### src/sv/pkmeg_pkg.sv
// Package for the pedal key MIDI event generator: register indexes, event
// codes, FSM state type, divider step count and the automatic velocity table.
// No dependencies.
`default_nettype none

package pkmeg_pkg;

  localparam int unsigned DIV_STEPS = 16;
  localparam int unsigned CFG_IDX_W = 3;
  localparam int unsigned CFG_DATA_W = 16;

  localparam logic [63:0] VEL_RATIO_Q32 = 64'd4179117881;

  typedef enum logic [CFG_IDX_W-1:0] {
    REG_NOTE_ON      = 3'd0,
    REG_NOTE_OFF     = 3'd1,
    REG_PRESS_LEVEL  = 3'd2,
    REG_PRESS_DEPTH  = 3'd3,
    REG_VELOCITY     = 3'd4,
    REG_PRESS_MODE   = 3'd5,
    REG_CHANNEL      = 3'd6,
    REG_OCTAVE       = 3'd7
  } reg_idx_e;

  typedef enum logic [1:0] {
    EV_NOTE_ON    = 2'd0,
    EV_NOTE_OFF   = 2'd1,
    EV_CHAN_PRESS = 2'd2,
    EV_POLY_PRESS = 2'd3
  } event_kind_e;

  typedef enum logic [1:0] {
    PM_OFF     = 2'd0,
    PM_CHANNEL = 2'd1,
    PM_POLY    = 2'd2,
    PM_OFF_ALT = 2'd3
  } press_mode_e;

  localparam logic CMD_SAMPLE = 1'b0;
  localparam logic CMD_CALIB  = 1'b1;

  typedef enum logic [9:0] {
    ST_IDLE  = 10'b00_0000_0001,
    ST_RD    = 10'b00_0000_0010,
    ST_LVL   = 10'b00_0000_0100,
    ST_DIVL  = 10'b00_0000_1000,
    ST_EVAL  = 10'b00_0001_0000,
    ST_DIVP  = 10'b00_0010_0000,
    ST_MULA  = 10'b00_0100_0000,
    ST_MULB  = 10'b00_1000_0000,
    ST_EMIT0 = 10'b01_0000_0000,
    ST_EMIT1 = 10'b10_0000_0000
  } state_e;

  typedef struct packed {
    logic [15:0] note_on;
    logic [15:0] note_off;
    logic [15:0] press_level;
    logic [15:0] press_depth;
    logic [7:0]  velocity;
    logic [1:0]  press_mode;
    logic [4:0]  channel;
    logic [3:0]  octave;
  } cfg_t;

  typedef struct packed {
    logic [1:0] kind;
    logic [6:0] note;
    logic [6:0] value;
  } event_t;

  typedef logic [255:0][6:0] vel_table_t;

  function automatic vel_table_t build_vel();
    logic [63:0] p;
    logic [63:0] t;
    vel_table_t  tb;
    p = 64'h1_0000_0000;
    for (int i = 0; i < 256; i++) begin
      t     = 64'd127 * (64'h1_0000_0000 - p) + 64'h8000_0000;
      tb[i] = t[38:32];
      p     = (p * VEL_RATIO_Q32 + 64'h8000_0000) >> 32;
    end
    return tb;
  endfunction

  localparam vel_table_t VEL_TABLE = build_vel();

endpackage

`default_nettype wire

### src/sv/pkmeg_div.sv
// Restoring divider, one quotient bit per cycle: quot = (rem << 16) / div,
// valid for rem < div. Depends on pkmeg_pkg for the step count.
`default_nettype none

module pkmeg_div (
  input  wire logic        clk_i,
  input  wire logic        rst_ni,
  input  wire logic        start_i,
  input  wire logic [16:0] rem_i,
  input  wire logic [16:0] div_i,
  output logic             busy_o,
  output logic             done_o,
  output logic [15:0]      quot_o
);

  localparam int unsigned CW = $clog2(pkmeg_pkg::DIV_STEPS);
  localparam logic [CW-1:0] LAST = CW'(pkmeg_pkg::DIV_STEPS - 1);

  logic [16:0]   rem_q, div_q;
  logic [15:0]   quot_q;
  logic [CW-1:0] cnt_q;
  logic          busy_q, done_q;
  logic [17:0]   shl, diff;
  logic          ge;

  always_comb begin
    shl  = {rem_q, 1'b0};
    ge   = shl >= {1'b0, div_q};
    diff = shl - {1'b0, div_q};
  end

  always_ff @(posedge clk_i or negedge rst_ni) begin
    if (!rst_ni) begin
      busy_q <= 1'b0;
      done_q <= 1'b0;
      cnt_q  <= '0;
    end else begin
      done_q <= 1'b0;
      if (start_i) begin
        busy_q <= 1'b1;
        cnt_q  <= '0;
      end else if (busy_q) begin
        cnt_q <= cnt_q + 1'b1;
        if (cnt_q == LAST) begin
          busy_q <= 1'b0;
          done_q <= 1'b1;
        end
      end
    end
  end

  always_ff @(posedge clk_i) begin
    if (start_i) begin
      rem_q <= rem_i;
      div_q <= div_i;
    end else if (busy_q) begin
      rem_q  <= ge ? diff[16:0] : shl[16:0];
      quot_q <= {quot_q[14:0], ge};
    end
  end

  assign busy_o = busy_q;
  assign done_o = done_q;
  assign quot_o = quot_q;

endmodule

`default_nettype wire

### src/sv/pedal_key_midi_event_generator.sv
// Pedal key MIDI event generator top level: key state memories, sequencer,
// output register. Depends on pkmeg_pkg and pkmeg_div.
//
// Input channel (in_valid_i / in_stall_o): one item per transfer, either a
// key sample or a calibration write. Output channel (out_valid_o /
// out_stall_i): zero to two events per sample, last_event_o marks the final.
// Configuration: cfg_we_i writes cfg_data_i into register cfg_index_i.
// A calibration write or an out-of-range key is done without leaving idle.
// A sample with its value between the bounds runs the 16-step level divider;
// aftertouch runs the same divider and the two-stage scaling multiply.
// Per-key state sits in two synchronous memories read once per sample; note
// state is written back once, and the next item is taken only after that.
// Reset: registers take their defaults, all keys read as silent with level
// zero and bounds 0..1024 via per-entry valid bits; no clearing pass.
// A stalled receiver holds the output register; the sequencer waits in its
// emit states, taking no new item there, and may take one once back in idle.
`default_nettype none

module pedal_key_midi_event_generator #(
  parameter int unsigned KEY_COUNT   = 32,
  parameter int unsigned SENSOR_BITS = 10
) (
  input  wire logic                                  clk_i,
  input  wire logic                                  rst_ni,
  input  wire logic                                  in_valid_i,
  output logic                                       in_stall_o,
  input  wire logic                                  command_i,
  input  wire logic [4:0]                            key_index_i,
  input  wire logic [SENSOR_BITS-1:0]                sample_value_i,
  input  wire logic [10:0]                           bound_low_i,
  input  wire logic [10:0]                           bound_high_i,
  output logic                                       out_valid_o,
  input  wire logic                                  out_stall_i,
  output logic [1:0]                                 event_kind_o,
  output logic [4:0]                                 event_channel_o,
  output logic [6:0]                                 note_number_o,
  output logic [6:0]                                 event_value_o,
  output logic                                       last_event_o,
  input  wire logic                                  cfg_we_i,
  input  wire logic [pkmeg_pkg::CFG_IDX_W-1:0]       cfg_index_i,
  input  wire logic [pkmeg_pkg::CFG_DATA_W-1:0]      cfg_data_i
);

  localparam int unsigned KW = (KEY_COUNT > 1) ? $clog2(KEY_COUNT) : 1;
  localparam int unsigned VW = (SENSOR_BITS > 11) ? SENSOR_BITS : 11;

  pkmeg_pkg::cfg_t   cfg_q;
  pkmeg_pkg::state_e state_q, state_d;

  logic [16:0] note_mem [KEY_COUNT];
  logic [21:0] cal_mem  [KEY_COUNT];
  logic [KEY_COUNT-1:0] note_vld_q, cal_vld_q;

  logic [16:0] note_rd_q;
  logic [21:0] cal_rd_q;
  logic        note_rd_vld_q, cal_rd_vld_q;
  logic [KW-1:0] idx_q;
  logic [4:0]  key_q;
  logic [VW-1:0] v_q;
  logic [15:0] lvl_q;
  logic        on_q, off_q, pt_q;
  logic [6:0]  vel_q, amt_q;
  logic [31:0] prod1_q;

  logic          accept, key_ok;
  logic [KW-1:0] in_idx;
  logic [10:0]   lo, hi;
  logic [VW-1:0] lo_x, hi_x;
  logic          snd, on, snd1, off, snd2, pt;
  logic [15:0]   prev, delta;
  logic [6:0]    vel;
  logic [38:0]   prod2;
  logic          div_start, div_busy, div_done;
  logic [16:0]   div_rem, div_den;
  logic [15:0]   div_quot;
  logic [7:0]    note_full;
  logic [6:0]    note;
  logic [4:0]    chan;
  logic [1:0]    ev_cnt;
  pkmeg_pkg::event_t ev0, ev1, ev_ld;
  logic          ld, ld_last, out_free, lvl_mid;

  logic          out_valid_q, out_last_q;
  pkmeg_pkg::event_t out_ev_q;
  logic [4:0]    out_chan_q;

  assign in_idx = key_index_i[KW-1:0];
  assign key_ok = {27'd0, key_index_i} < KEY_COUNT;
  assign accept = in_valid_i && !in_stall_o;
  assign in_stall_o = !(state_q == pkmeg_pkg::ST_IDLE);

  always_ff @(posedge clk_i or negedge rst_ni) begin
    if (!rst_ni) begin
      cfg_q.note_on     <= 16'd36045;
      cfg_q.note_off    <= 16'd29491;
      cfg_q.press_level <= 16'd52429;
      cfg_q.press_depth <= 16'd32768;
      cfg_q.velocity    <= 8'd128;
      cfg_q.press_mode  <= pkmeg_pkg::PM_OFF;
      cfg_q.channel     <= 5'd1;
      cfg_q.octave      <= 4'd2;
    end else if (cfg_we_i) begin
      case (pkmeg_pkg::reg_idx_e'(cfg_index_i))
        pkmeg_pkg::REG_NOTE_ON:     cfg_q.note_on     <= cfg_data_i;
        pkmeg_pkg::REG_NOTE_OFF:    cfg_q.note_off    <= cfg_data_i;
        pkmeg_pkg::REG_PRESS_LEVEL: cfg_q.press_level <= cfg_data_i;
        pkmeg_pkg::REG_PRESS_DEPTH: cfg_q.press_depth <= cfg_data_i;
        pkmeg_pkg::REG_VELOCITY:    cfg_q.velocity    <= cfg_data_i[7:0];
        pkmeg_pkg::REG_PRESS_MODE:  cfg_q.press_mode  <= cfg_data_i[1:0];
        pkmeg_pkg::REG_CHANNEL:     cfg_q.channel     <= cfg_data_i[4:0];
        pkmeg_pkg::REG_OCTAVE:      cfg_q.octave      <= cfg_data_i[3:0];
        default: ;
      endcase
    end
  end

  // memories: calibration written at transfer, note state written back in EVAL
  always_ff @(posedge clk_i) begin
    if (accept && key_ok && (command_i == pkmeg_pkg::CMD_CALIB)) begin
      cal_mem[in_idx] <= {bound_low_i, bound_high_i};
    end
    if (accept) begin
      cal_rd_q  <= cal_mem[in_idx];
      note_rd_q <= note_mem[in_idx];
      idx_q     <= in_idx;
      key_q     <= key_index_i;
      v_q       <= VW'(sample_value_i);
    end
    if (state_q == pkmeg_pkg::ST_EVAL) begin
      note_mem[idx_q] <= {snd2, lvl_q};
    end
  end

  always_ff @(posedge clk_i or negedge rst_ni) begin
    if (!rst_ni) begin
      cal_vld_q     <= '0;
      note_vld_q    <= '0;
      cal_rd_vld_q  <= 1'b0;
      note_rd_vld_q <= 1'b0;
    end else begin
      if (accept && key_ok && (command_i == pkmeg_pkg::CMD_CALIB)) cal_vld_q[in_idx] <= 1'b1;
      if (accept) begin
        cal_rd_vld_q  <= cal_vld_q[in_idx];
        note_rd_vld_q <= note_vld_q[in_idx];
      end
      if (state_q == pkmeg_pkg::ST_EVAL) note_vld_q[idx_q] <= 1'b1;
    end
  end

  always_comb begin
    lo      = cal_rd_vld_q ? cal_rd_q[21:11] : 11'd0;
    hi      = cal_rd_vld_q ? cal_rd_q[10:0]  : 11'd1024;
    lo_x    = VW'(lo);
    hi_x    = VW'(hi);
    lvl_mid = !(v_q < lo_x) && !(v_q >= hi_x);
    snd     = note_rd_vld_q && note_rd_q[16];
    prev    = note_rd_vld_q ? note_rd_q[15:0] : 16'd0;
    on      = !snd && (lvl_q > cfg_q.note_on);
    snd1    = snd || on;
    off     = snd1 && (lvl_q < cfg_q.note_off);
    snd2    = snd1 && !off;
    pt      = snd2 && (lvl_q > cfg_q.press_level) &&
              (cfg_q.press_mode == pkmeg_pkg::PM_CHANNEL ||
               cfg_q.press_mode == pkmeg_pkg::PM_POLY);
    delta   = (lvl_q > prev) ? (lvl_q - prev) : 16'd0;
    if (cfg_q.velocity == 8'd128) begin
      vel = pkmeg_pkg::VEL_TABLE[delta[15:8]];
    end else if (cfg_q.velocity > 8'd127) begin
      vel = 7'd127;
    end else begin
      vel = cfg_q.velocity[6:0];
    end
    div_start = 1'b0;
    div_rem   = 17'(v_q - lo_x);
    div_den   = 17'(hi - lo);
    if (state_q == pkmeg_pkg::ST_LVL && lvl_mid) begin
      div_start = 1'b1;
    end else if (state_q == pkmeg_pkg::ST_EVAL && pt) begin
      div_start = 1'b1;
      div_rem   = {1'b0, lvl_q - cfg_q.press_level};
      div_den   = 17'h1_0000 - {1'b0, cfg_q.press_level};
    end
    prod2 = {7'd0, prod1_q} * 39'd127;
  end

  pkmeg_div u_div (
    .clk_i   (clk_i),
    .rst_ni  (rst_ni),
    .start_i (div_start),
    .rem_i   (div_rem),
    .div_i   (div_den),
    .busy_o  (div_busy),
    .done_o  (div_done),
    .quot_o  (div_quot)
  );

  always_ff @(posedge clk_i) begin
    case (state_q)
      pkmeg_pkg::ST_LVL: begin
        if (v_q < lo_x) lvl_q <= 16'd0;
        else if (v_q >= hi_x) lvl_q <= 16'hFFFF;
      end
      pkmeg_pkg::ST_DIVL: if (div_done) lvl_q <= div_quot;
      pkmeg_pkg::ST_EVAL: begin
        on_q  <= on;
        off_q <= off;
        pt_q  <= pt;
        vel_q <= vel;
      end
      pkmeg_pkg::ST_DIVP: if (div_done) prod1_q <= div_quot * cfg_q.press_depth;
      pkmeg_pkg::ST_MULA: amt_q <= prod2[38:32];
      default: ;
    endcase
  end

  // event list and output fields
  always_comb begin
    chan = (cfg_q.channel == 5'd0) ? 5'd1 :
           (cfg_q.channel > 5'd16) ? 5'd16 : cfg_q.channel;
    note_full = {4'd0, cfg_q.octave} * 8'd12 + {3'd0, key_q};
    note = (note_full > 8'd127) ? 7'd127 : note_full[6:0];
    ev_cnt = {1'b0, on_q} + {1'b0, off_q} + {1'b0, pt_q};
    ev0.kind  = on_q ? pkmeg_pkg::EV_NOTE_ON :
                off_q ? pkmeg_pkg::EV_NOTE_OFF :
                (cfg_q.press_mode == pkmeg_pkg::PM_CHANNEL) ?
                pkmeg_pkg::EV_CHAN_PRESS : pkmeg_pkg::EV_POLY_PRESS;
    ev0.note  = (ev0.kind == pkmeg_pkg::EV_CHAN_PRESS) ? 7'd0 : note;
    ev0.value = on_q ? vel_q : off_q ? 7'd127 : amt_q;
    ev1.kind  = off_q ? pkmeg_pkg::EV_NOTE_OFF :
                (cfg_q.press_mode == pkmeg_pkg::PM_CHANNEL) ?
                pkmeg_pkg::EV_CHAN_PRESS : pkmeg_pkg::EV_POLY_PRESS;
    ev1.note  = (ev1.kind == pkmeg_pkg::EV_CHAN_PRESS) ? 7'd0 : note;
    ev1.value = off_q ? 7'd127 : amt_q;
    out_free  = !out_valid_q || !out_stall_i;
    ld        = out_free && (state_q == pkmeg_pkg::ST_EMIT0 ||
                             state_q == pkmeg_pkg::ST_EMIT1);
    ev_ld     = (state_q == pkmeg_pkg::ST_EMIT1) ? ev1 : ev0;
    ld_last   = (state_q == pkmeg_pkg::ST_EMIT1) || (ev_cnt == 2'd1);
  end

  always_comb begin
    state_d = state_q;
    case (state_q)
      pkmeg_pkg::ST_IDLE: begin
        if (accept && key_ok && (command_i == pkmeg_pkg::CMD_SAMPLE)) begin
          state_d = pkmeg_pkg::ST_RD;
        end
      end
      pkmeg_pkg::ST_RD:   state_d = pkmeg_pkg::ST_LVL;
      pkmeg_pkg::ST_LVL:  state_d = lvl_mid ? pkmeg_pkg::ST_DIVL : pkmeg_pkg::ST_EVAL;
      pkmeg_pkg::ST_DIVL: if (div_done) state_d = pkmeg_pkg::ST_EVAL;
      pkmeg_pkg::ST_EVAL: begin
        if (pt) state_d = pkmeg_pkg::ST_DIVP;
        else if (on || off) state_d = pkmeg_pkg::ST_EMIT0;
        else state_d = pkmeg_pkg::ST_IDLE;
      end
      pkmeg_pkg::ST_DIVP: if (div_done) state_d = pkmeg_pkg::ST_MULA;
      pkmeg_pkg::ST_MULA: state_d = pkmeg_pkg::ST_MULB;
      pkmeg_pkg::ST_MULB: state_d = pkmeg_pkg::ST_EMIT0;
      pkmeg_pkg::ST_EMIT0: begin
        if (out_free) state_d = (ev_cnt == 2'd1) ? pkmeg_pkg::ST_IDLE : pkmeg_pkg::ST_EMIT1;
      end
      pkmeg_pkg::ST_EMIT1: if (out_free) state_d = pkmeg_pkg::ST_IDLE;
      default: state_d = pkmeg_pkg::ST_IDLE;
    endcase
  end

  always_ff @(posedge clk_i or negedge rst_ni) begin
    if (!rst_ni) begin
      state_q     <= pkmeg_pkg::ST_IDLE;
      out_valid_q <= 1'b0;
    end else begin
      state_q <= state_d;
      if (ld) out_valid_q <= 1'b1;
      else if (!out_stall_i) out_valid_q <= 1'b0;
    end
  end

  always_ff @(posedge clk_i) begin
    if (ld) begin
      out_ev_q   <= ev_ld;
      out_chan_q <= chan;
      out_last_q <= ld_last;
    end
  end

  assign out_valid_o     = out_valid_q;
  assign event_kind_o    = out_ev_q.kind;
  assign event_channel_o = out_chan_q;
  assign note_number_o   = out_ev_q.note;
  assign event_value_o   = out_ev_q.value;
  assign last_event_o    = out_last_q;

  a_state_onehot: assert property (@(posedge clk_i) disable iff (!rst_ni)
    $onehot(state_q))
    else $error("sequencer state not one-hot");

  a_div_owner: assert property (@(posedge clk_i) disable iff (!rst_ni)
    div_busy |-> (state_q == pkmeg_pkg::ST_DIVL || state_q == pkmeg_pkg::ST_DIVP))
    else $error("divider running outside a divide state");

  a_pair_follows: assert property (@(posedge clk_i) disable iff (!rst_ni)
    out_valid_o && !out_stall_i && !last_event_o |=> out_valid_o && last_event_o)
    else $error("second event of a sample did not follow");

endmodule

`default_nettype wire
### config.mk
export PLATFORM = sky130hd
export DESIGN_NAME = pedal_key_midi_event_generator
export DESIGN_NICKNAME = d
export VERILOG_FILES = /design/src/sv/pkmeg_pkg.sv /design/src/sv/pkmeg_div.sv /design/src/sv/pedal_key_midi_event_generator.sv
export SDC_FILE = /design/constraint.sdc
export NUM_CORES = 2
export LEC_CHECK = 0
export ABC_CLOCK_PERIOD_IN_PS = 12100
export BUFFER_PORTS_ARGS = -buffer_cell sky130_fd_sc_hd__clkbuf_2
export CORE_MARGIN = 4
export CORE_UTILIZATION = 28
export CTS_CLUSTER_SIZE = 10
export DETAILED_ROUTE_END_ITERATION = 10
export PLACE_DENSITY = 0.4
export SYNTH_ARGS = -nofsm -noshare
export SYNTH_HDL_FRONTEND = slang
export SYNTH_SLANG_ARGS = --single-unit
### constraint.sdc
create_clock -name clk_i -period 12.1 [get_ports clk_i]
set_clock_uncertainty 0.15 [all_clocks]
set_input_delay 0.605 -clock clk_i [delete_from_list [all_inputs] [get_ports clk_i]]
set_output_delay 0.605 -clock clk_i [all_outputs]
set_load 0.02 [all_outputs]
After elaboration in Yosys (flattened, before gate mapping) --
Memory sizes are Yosys's and may differ from the RTL's. A register that Yosys moved wholly into a read port is not among the register bits. Cells that the tools add are included.
Storage, ports and cells: bits in registers 318, memory bits (writable) 1248, ROM bits 1792, input port bits 62, output and inout bits 24, word-level logic and storage cells 208, memories 3
Operators by class: add/sub/neg operators 10, multipliers 3, magnitude comparators 15, eq/ne operators 31, multiplexer cells 62, bitwise gates (word level) 4, reduce and logical (&&, ||, !) cells 45
Memory list:
- (name not given) | words 256, width 7, rd ports 1, clocked after Yosys merged registers in 0, write ports 0, RTL line pedal_key_midi_event_generator.sv:167 | vel = pkmeg_pkg::VEL_TABLE[delta[15:8]];
- cal_mem | words 32, width 22, rd ports 1, clocked after Yosys merged registers in 1, write ports 1, RTL line pedal_key_midi_event_generator.sv:51 | logic [21:0] cal_mem [KEY_COUNT];
- note_mem | words 32, width 17, rd ports 1, clocked after Yosys merged registers in 1, write ports 1, RTL line pedal_key_midi_event_generator.sv:50 | logic [16:0] note_mem [KEY_COUNT];
Operators by type and width (count):
- 2-to-1 mux 17 bit | 7
- case mux 10 bit (10 select lines) | 1
- 2-to-1 mux 16 bit | 6
- bitwise OR 32 bit | 2
- 2-to-1 mux 10 bit | 6
- 2-to-1 mux 7 bit | 8
- > comparator 16 bit | 3
- multiplier 32 x 7 -> 39 bit (second input constant) | 1
- multiplier 16 x 16 -> 32 bit | 1
- case mux 16 bit (2 select lines) | 1
- subtractor 16 bit | 2
- 2-to-1 mux 11 bit | 2
- AND reduction 2 bit | 10
- 2-to-1 mux 1 bit | 19
- greater-or-equal comparator 18 x 17 -> 1 bit | 1
- 2-to-1 mux 9 bit | 2
- subtractor 17 x 16 -> 17 bit (first input constant) | 1
- subtractor 17 bit | 1
- > comparator 8 x 7 -> 1 bit (second input constant) | 2
- < comparator 16 bit | 1
- logical AND 1 bit | 15
- equality test 3 bit (second input constant) | 4
- < comparator 5 x 6 -> 1 bit (second input constant) | 2
- subtractor 10 x 11 -> 12 bit | 1
- other kinds (44) | 71

Logic depth before layout (Yosys ltp) --
depth after elaboration 14, mapped depth 25, gate-level depth less buffers 23

Hierarchy --
From an unflattened synthesis, not the netlist that was laid out.
Unflattened totals: cells, all modules 5079, area total of the unflattened synthesis 78716.7 µm²
By module, submodules not included:
- pedal_key_midi_event_generator | times used 1, cells each 4821, area each 75658.8 µm², seq. area each 45752.6 µm²
- pkmeg_div | times used 1, cells each 258, area each 3057.9 µm², seq. area each 1651.6 µm²

Least setup slack after synthesis --
Ideal clock, no wire load.
kind register to register, start reg cfg_q[28] (netlist name), end reg prod1_q[31], data pin, library setup time 260 ps, arrival time 5951 ps, data required time 11690 ps, setup slack 5739 ps, cell stages (with the launch flop) 26, buffers on the path 2, clock period less this slack 6361 ps, cells stage by stage dfrtp_1 -> clkbuf_1 -> clkbuf_1 -> nand2_1 -> fa_1 -> inv_1 -> fa_1 -> inv_1 -> fa_1 -> inv_1 -> fa_1 -> fa_1 -> inv_1 -> fa_1 -> inv_1 -> ha_1 -> a21oi_1 -> o21ai_0 -> or4_1 -> o211ai_1 -> o21ai_1 -> a31o_2 -> o41ai_2 -> o21bai_1 -> a21oi_1 -> xnor2_1
Between the ends: longest elaborated chain between the ends 1
Ends and longest elaborated chain:
- from (decl) | RTL line pedal_key_midi_event_generator.sv:47 | pkmeg_pkg::cfg_t cfg_q;
- multiplier 16 x 16 -> 32 bit | RTL line pedal_key_midi_event_generator.sv:210 | pkmeg_pkg::ST_DIVP: if (div_done) prod1_q <= div_quot * cfg_q.press_depth;
- to (signal assigned) | RTL line pedal_key_midi_event_generator.sv:210
- to (decl) | RTL line pedal_key_midi_event_generator.sv:63 | logic [31:0] prod1_q;
Every way passes these cells. A chain may end at the register's enable or synchronous reset.

Worst setup path in the final report --
start reg u_div.quot_q[7] (netlist: u_div.quot_o[7]), end reg prod1_q[31], data pin
Between the ends: longest elaborated chain between the ends 1
Ends and longest elaborated chain:
- from (decl) | RTL line pkmeg_div.sv:20 | logic [15:0] quot_q;
- from (signal assigned) | RTL line pkmeg_div.sv:58 | quot_q <= {quot_q[14:0], ge};
- multiplier 16 x 16 -> 32 bit | RTL line pedal_key_midi_event_generator.sv:210
Every way passes these cells.

==> reports/qor.csv <==
stage,metric,value,unit
outcome,status,finished clean,
setup_path,crit_slowest_cell,edfxtp_1,
clock_network,cts_made_buffers,189,
pwr,p_sw,11.10,mW
layout,final_cells,9131,
timing,grt_setup_unrepaired,no,
timing,setup_viol,0,
logic_synthesis,synth_area_leaders,"edfxtp_1 55%, mux4_2 9.4%, fa_1 8.1%, ha_1 4.7%, dfrtp_1 4.3%",
setup_path,cp_common_cell,fa_1,
routing,wl_per_cell,25.87,µm
setup_path,crit_arrival,7430,ps
routing,vias_per_cell,4.832,
pwr,ir_drop,849.8,µV
pwr,p_seq_share,27.1,%
floorplan,pin_count,86,
layout,nets,5953,
logic_synthesis,synthFlopType,edfxtp_1,
layout,drive_gt1_share,18.80,%
timing,fin_ws,5058,ps
pwr,power.share.switching,41.19,%
place,port_buffers,85,
global_route,grt_pass1_wl,341400,µm
clock_network,cts.sinks,1605,
logic_synthesis,synth.distinct_cells,101,
timing,finalCritPeriodShare,58.20,%
pwr,combPwrFrac,52.8,%
pwr,leakage,32.36,nW
floorplan,die_area,0.2892,mm²
hold_path,hp-class,input pin to flip-flop,
clock_network,h-tree-depth,4,
global_route,antenna_found_initial,16,
pwr,clkPwrFrac,20.1,%
setup_path,worstPathCellList,nand2_1 > fa_1 > inv_1 > fa_1 > inv_1 > fa_1 > inv_1 > fa_1 > fa_1 > inv_1 > fa_1 > inv_1 > ha_1 > a21oi_1 > o21ai_0 > or4_1 > nor2_1 > o21ai_1 > a31o_2 > o41ai_2 > o21bai_1 > a21oi_1 > xnor2_1,
floorplan,fp.dieH,537.8,µm
global_route,grt_overflow_total,0,
global_route,grt_use_total,16.26,%
timing,relSlewSlack,22.78,%
logic_synthesis,ys_seq_elements,1605,
logic_synthesis,synth_top_cell_area_share,54.99,%
timing,hold_violations,0,
routing,postRouteAntennaNets,0,
logic_synthesis,syn-instance-count,5063,
clock_network,clk_pin_slew,60,ps
place,dp.cells,8789,
logic_synthesis,synth-edff-count,1439,
setup_path,regToRegSetupSlack,5060,ps
floorplan,core-area,0.2794,mm²
timing,fmax,142.0,MHz
global_route,grt_max_degree,98,
timing,fin_tns_setup,0,ps
floorplan,rows,194,
timing,fin_crit,7042,ps
place,place_ws,5044,ps
layout,syn_to_final_growth,14.82,%
floorplan,die_w,537.8,µm
global_route,first_global_vias,46660,
logic_synthesis,netlist_area,0.07859,mm²
setup_path,start_kind,flip-flop,
pwr,p_int,15.85,mW
timing,worst_slew_pin_slew,1150,ps
routing,vias,44120,
layout,fin_util,32.30,%
pwr,power.density,298.7,mW/mm²
logic_synthesis,synth_top_area_cell,edfxtp_1,
clock_network,clk_path_buf_depth,3,
routing,wirelength,236200,µm
routing,dr.first_iter.drc_count,3224,
setup_path,crit_family,adder cells,
setup_path,crit_fanout,18,
logic_synthesis,ys_warn_count,0,
timing,maxSlewViolCount,0,
setup_path,crit_buf_inv,5,
setup_path,timing.critical_path.slowest_cell_delay,810,ps
logic_synthesis,seq_area_frac_synth,60.32,%
routing,drtPass1Iterations,5,
timing,whs,69.06,ps
clock_network,cts_tree,built,
setup_path,worstSetupEndpointType,flip-flop,
logic_synthesis,syn-num-nets,5742,
place,post-dp-hpwl,151400,µm
floorplan,initial_core_util,28.13,%
setup_path,worstPathRequired,12490,ps
setup_path,crit_type,flip-flop to flip-flop,
flow_run,maxCapViolations,0,
clock_network,clockRootBuffer,clkbuf_16,
place,gp_congestion,0.7880,
logic_synthesis,syn_avg_cell_area,15.52,µm²
clock_network,clock_latency,850,ps
routing,drt_drc_violations_left,0,
logic_synthesis,postSynth.asyncResetShare,10.34,%
-- registers in the layout (all words and copies together), names as in the netlist, 17 cells and up --
name and flops:
cal_mem 704, note_mem 544, cfg_q 83, cal_vld_q 32
note_vld_q 32, prod1_q 32, cal_rd_q 22, note_rd_q 17
u_div.div_q 17, u_div.rem_q 17
-- metal layers --
metal  GRT usage, %  vias up  share of wire, %
met4          3.463        8               1.9
met1          22.92    23690                46
li1               -    19300                 -
met5              0        -             0.025
met3          2.368      259               4.0
met2          26.68      856                48
-- what timing repair did --
| action | CTS | global route |
|---|---|---|
| hold buffers | 18 | 0 |
| buffers inserted | 0 | 0 |
| endpoints found under the hold margin | 88 | 0 |
| gates resized for setup | 0 | 0 |
-- power groups by stage --
| stage | logic (mW) | clock network [mW] | registers, mW |
|---|---|---|---|
| floorplan | 10.3 | 0 | 7.25 |
| global placement | 14.7 | 0 | 7.41 |
| detailed placement | 14.5 | 0 | 7.42 |
| CTS | 14.7 | 5.56 | 7.31 |
| global route | 16.3 | 5.82 | 7.34 |
| finish | 14.2 | 5.41 | 7.30 |
-- through the flow --
| stage | instance area (µm²) | power, mW |
|---|---|---|
| 2_1_floorplan | 78590 | 17.55 |
| 3_3_place_gp | 84210 | 22.08 |
| 3_5_place_dp | 84210 | 21.94 |
| 4_1_cts | 90210 | 27.56 |
| 5_1_grt | 90220 | 29.42 |
| 6_report | 90230 | 26.95 |
-- synthesized netlist by cell type (all sizes together), types with 10 or more instances --
cell type and number:
nand3 43, nor3 37, nand4 58, xnor2 67, a211oi 22, xor2 28
o41ai 10, a21boi 12, nor2b 23, mux2 41, mux4 328, and2 129
inv 482, a21o 42, nor2 209, nor3b 10, mux2i 13, buf 54
o21ai 148, fa 319, edfxtp 1439, dfrtp 135, and3 13, or2 73
dfstp 31, clkbuf 141, ha 298, o21bai 12, a31oi 15, a22oi 163
nor4 12, a21oi 119, o211ai 18, nand2b 26, nand2 328, o21a 38
-- worst paths after layout --
path,startpoint,endpoint,cells past startpoint
worst max-delay path,u_div.quot_o[7],prod1_q[31],23
worst min register to register,note_vld_q[2],note_vld_q[2],1
worst min-delay path,cfg_data_i[5],cfg_q[56],3
worst max register to register,u_div.quot_o[7],prod1_q[31],23
min in group asynchronous,rst_ni,cal_vld_q[21],2
max in group asynchronous,rst_ni,cfg_q[24],4
-- cells by family (layout without fill, tap and decap cells) --
logic type / count (synthesis) / count (layout) / synth area share (%)
other: 0 / 7 / 0
buffers and inverters: 678 / 1015 / 3.320
DFF: 1605 / 1605 / 60.32
xor gates and xnor gates: 95 / 95 / 1.068
muxes: 382 / 382 / 10.15
and+or+nand+nor: 1011 / 1011 / 6.437
adders and majority gates: 617 / 617 / 12.87
AOI/OAI and AO/OA: 675 / 675 / 5.829
-- worst min-delay path: stages --
cell and delay, ps:
clkbuf_2 210, nand2_1 120, o21ai_0 80
-- cell type report --
cell class                      instances  area [µm²]
Fill cell                           27340      189200
Antenna cell                            7       17.52
Multi-Input combinational cell       2780       29020
Inverter                              483        1813
Clock inverter                         32       594.3
Clock buffer                          285        5223
Sequential cell                      1605       47400
Timing Repair Buffer                  215        1500
Tap cell                             3724        4659
-- cell usage in the layout (no fill, tap or decap), types with 73 or more instances in the layout --
master / instances
edfxtp_1: 1439
inv_1: 479
mux4_2: 328
nand2_1: 326
fa_1: 319
ha_1: 298
clkbuf_16: 191
a22oi_1: 163
nor2_1: 139
dfrtp_1: 135
o21ai_0: 133
and2_1: 126
a21oi_1: 113
buf_4: 110
clkbuf_1: 85
clkbuf_2: 82
or2_2: 73
Note: power is estimated with default switching activity, not from simulation.
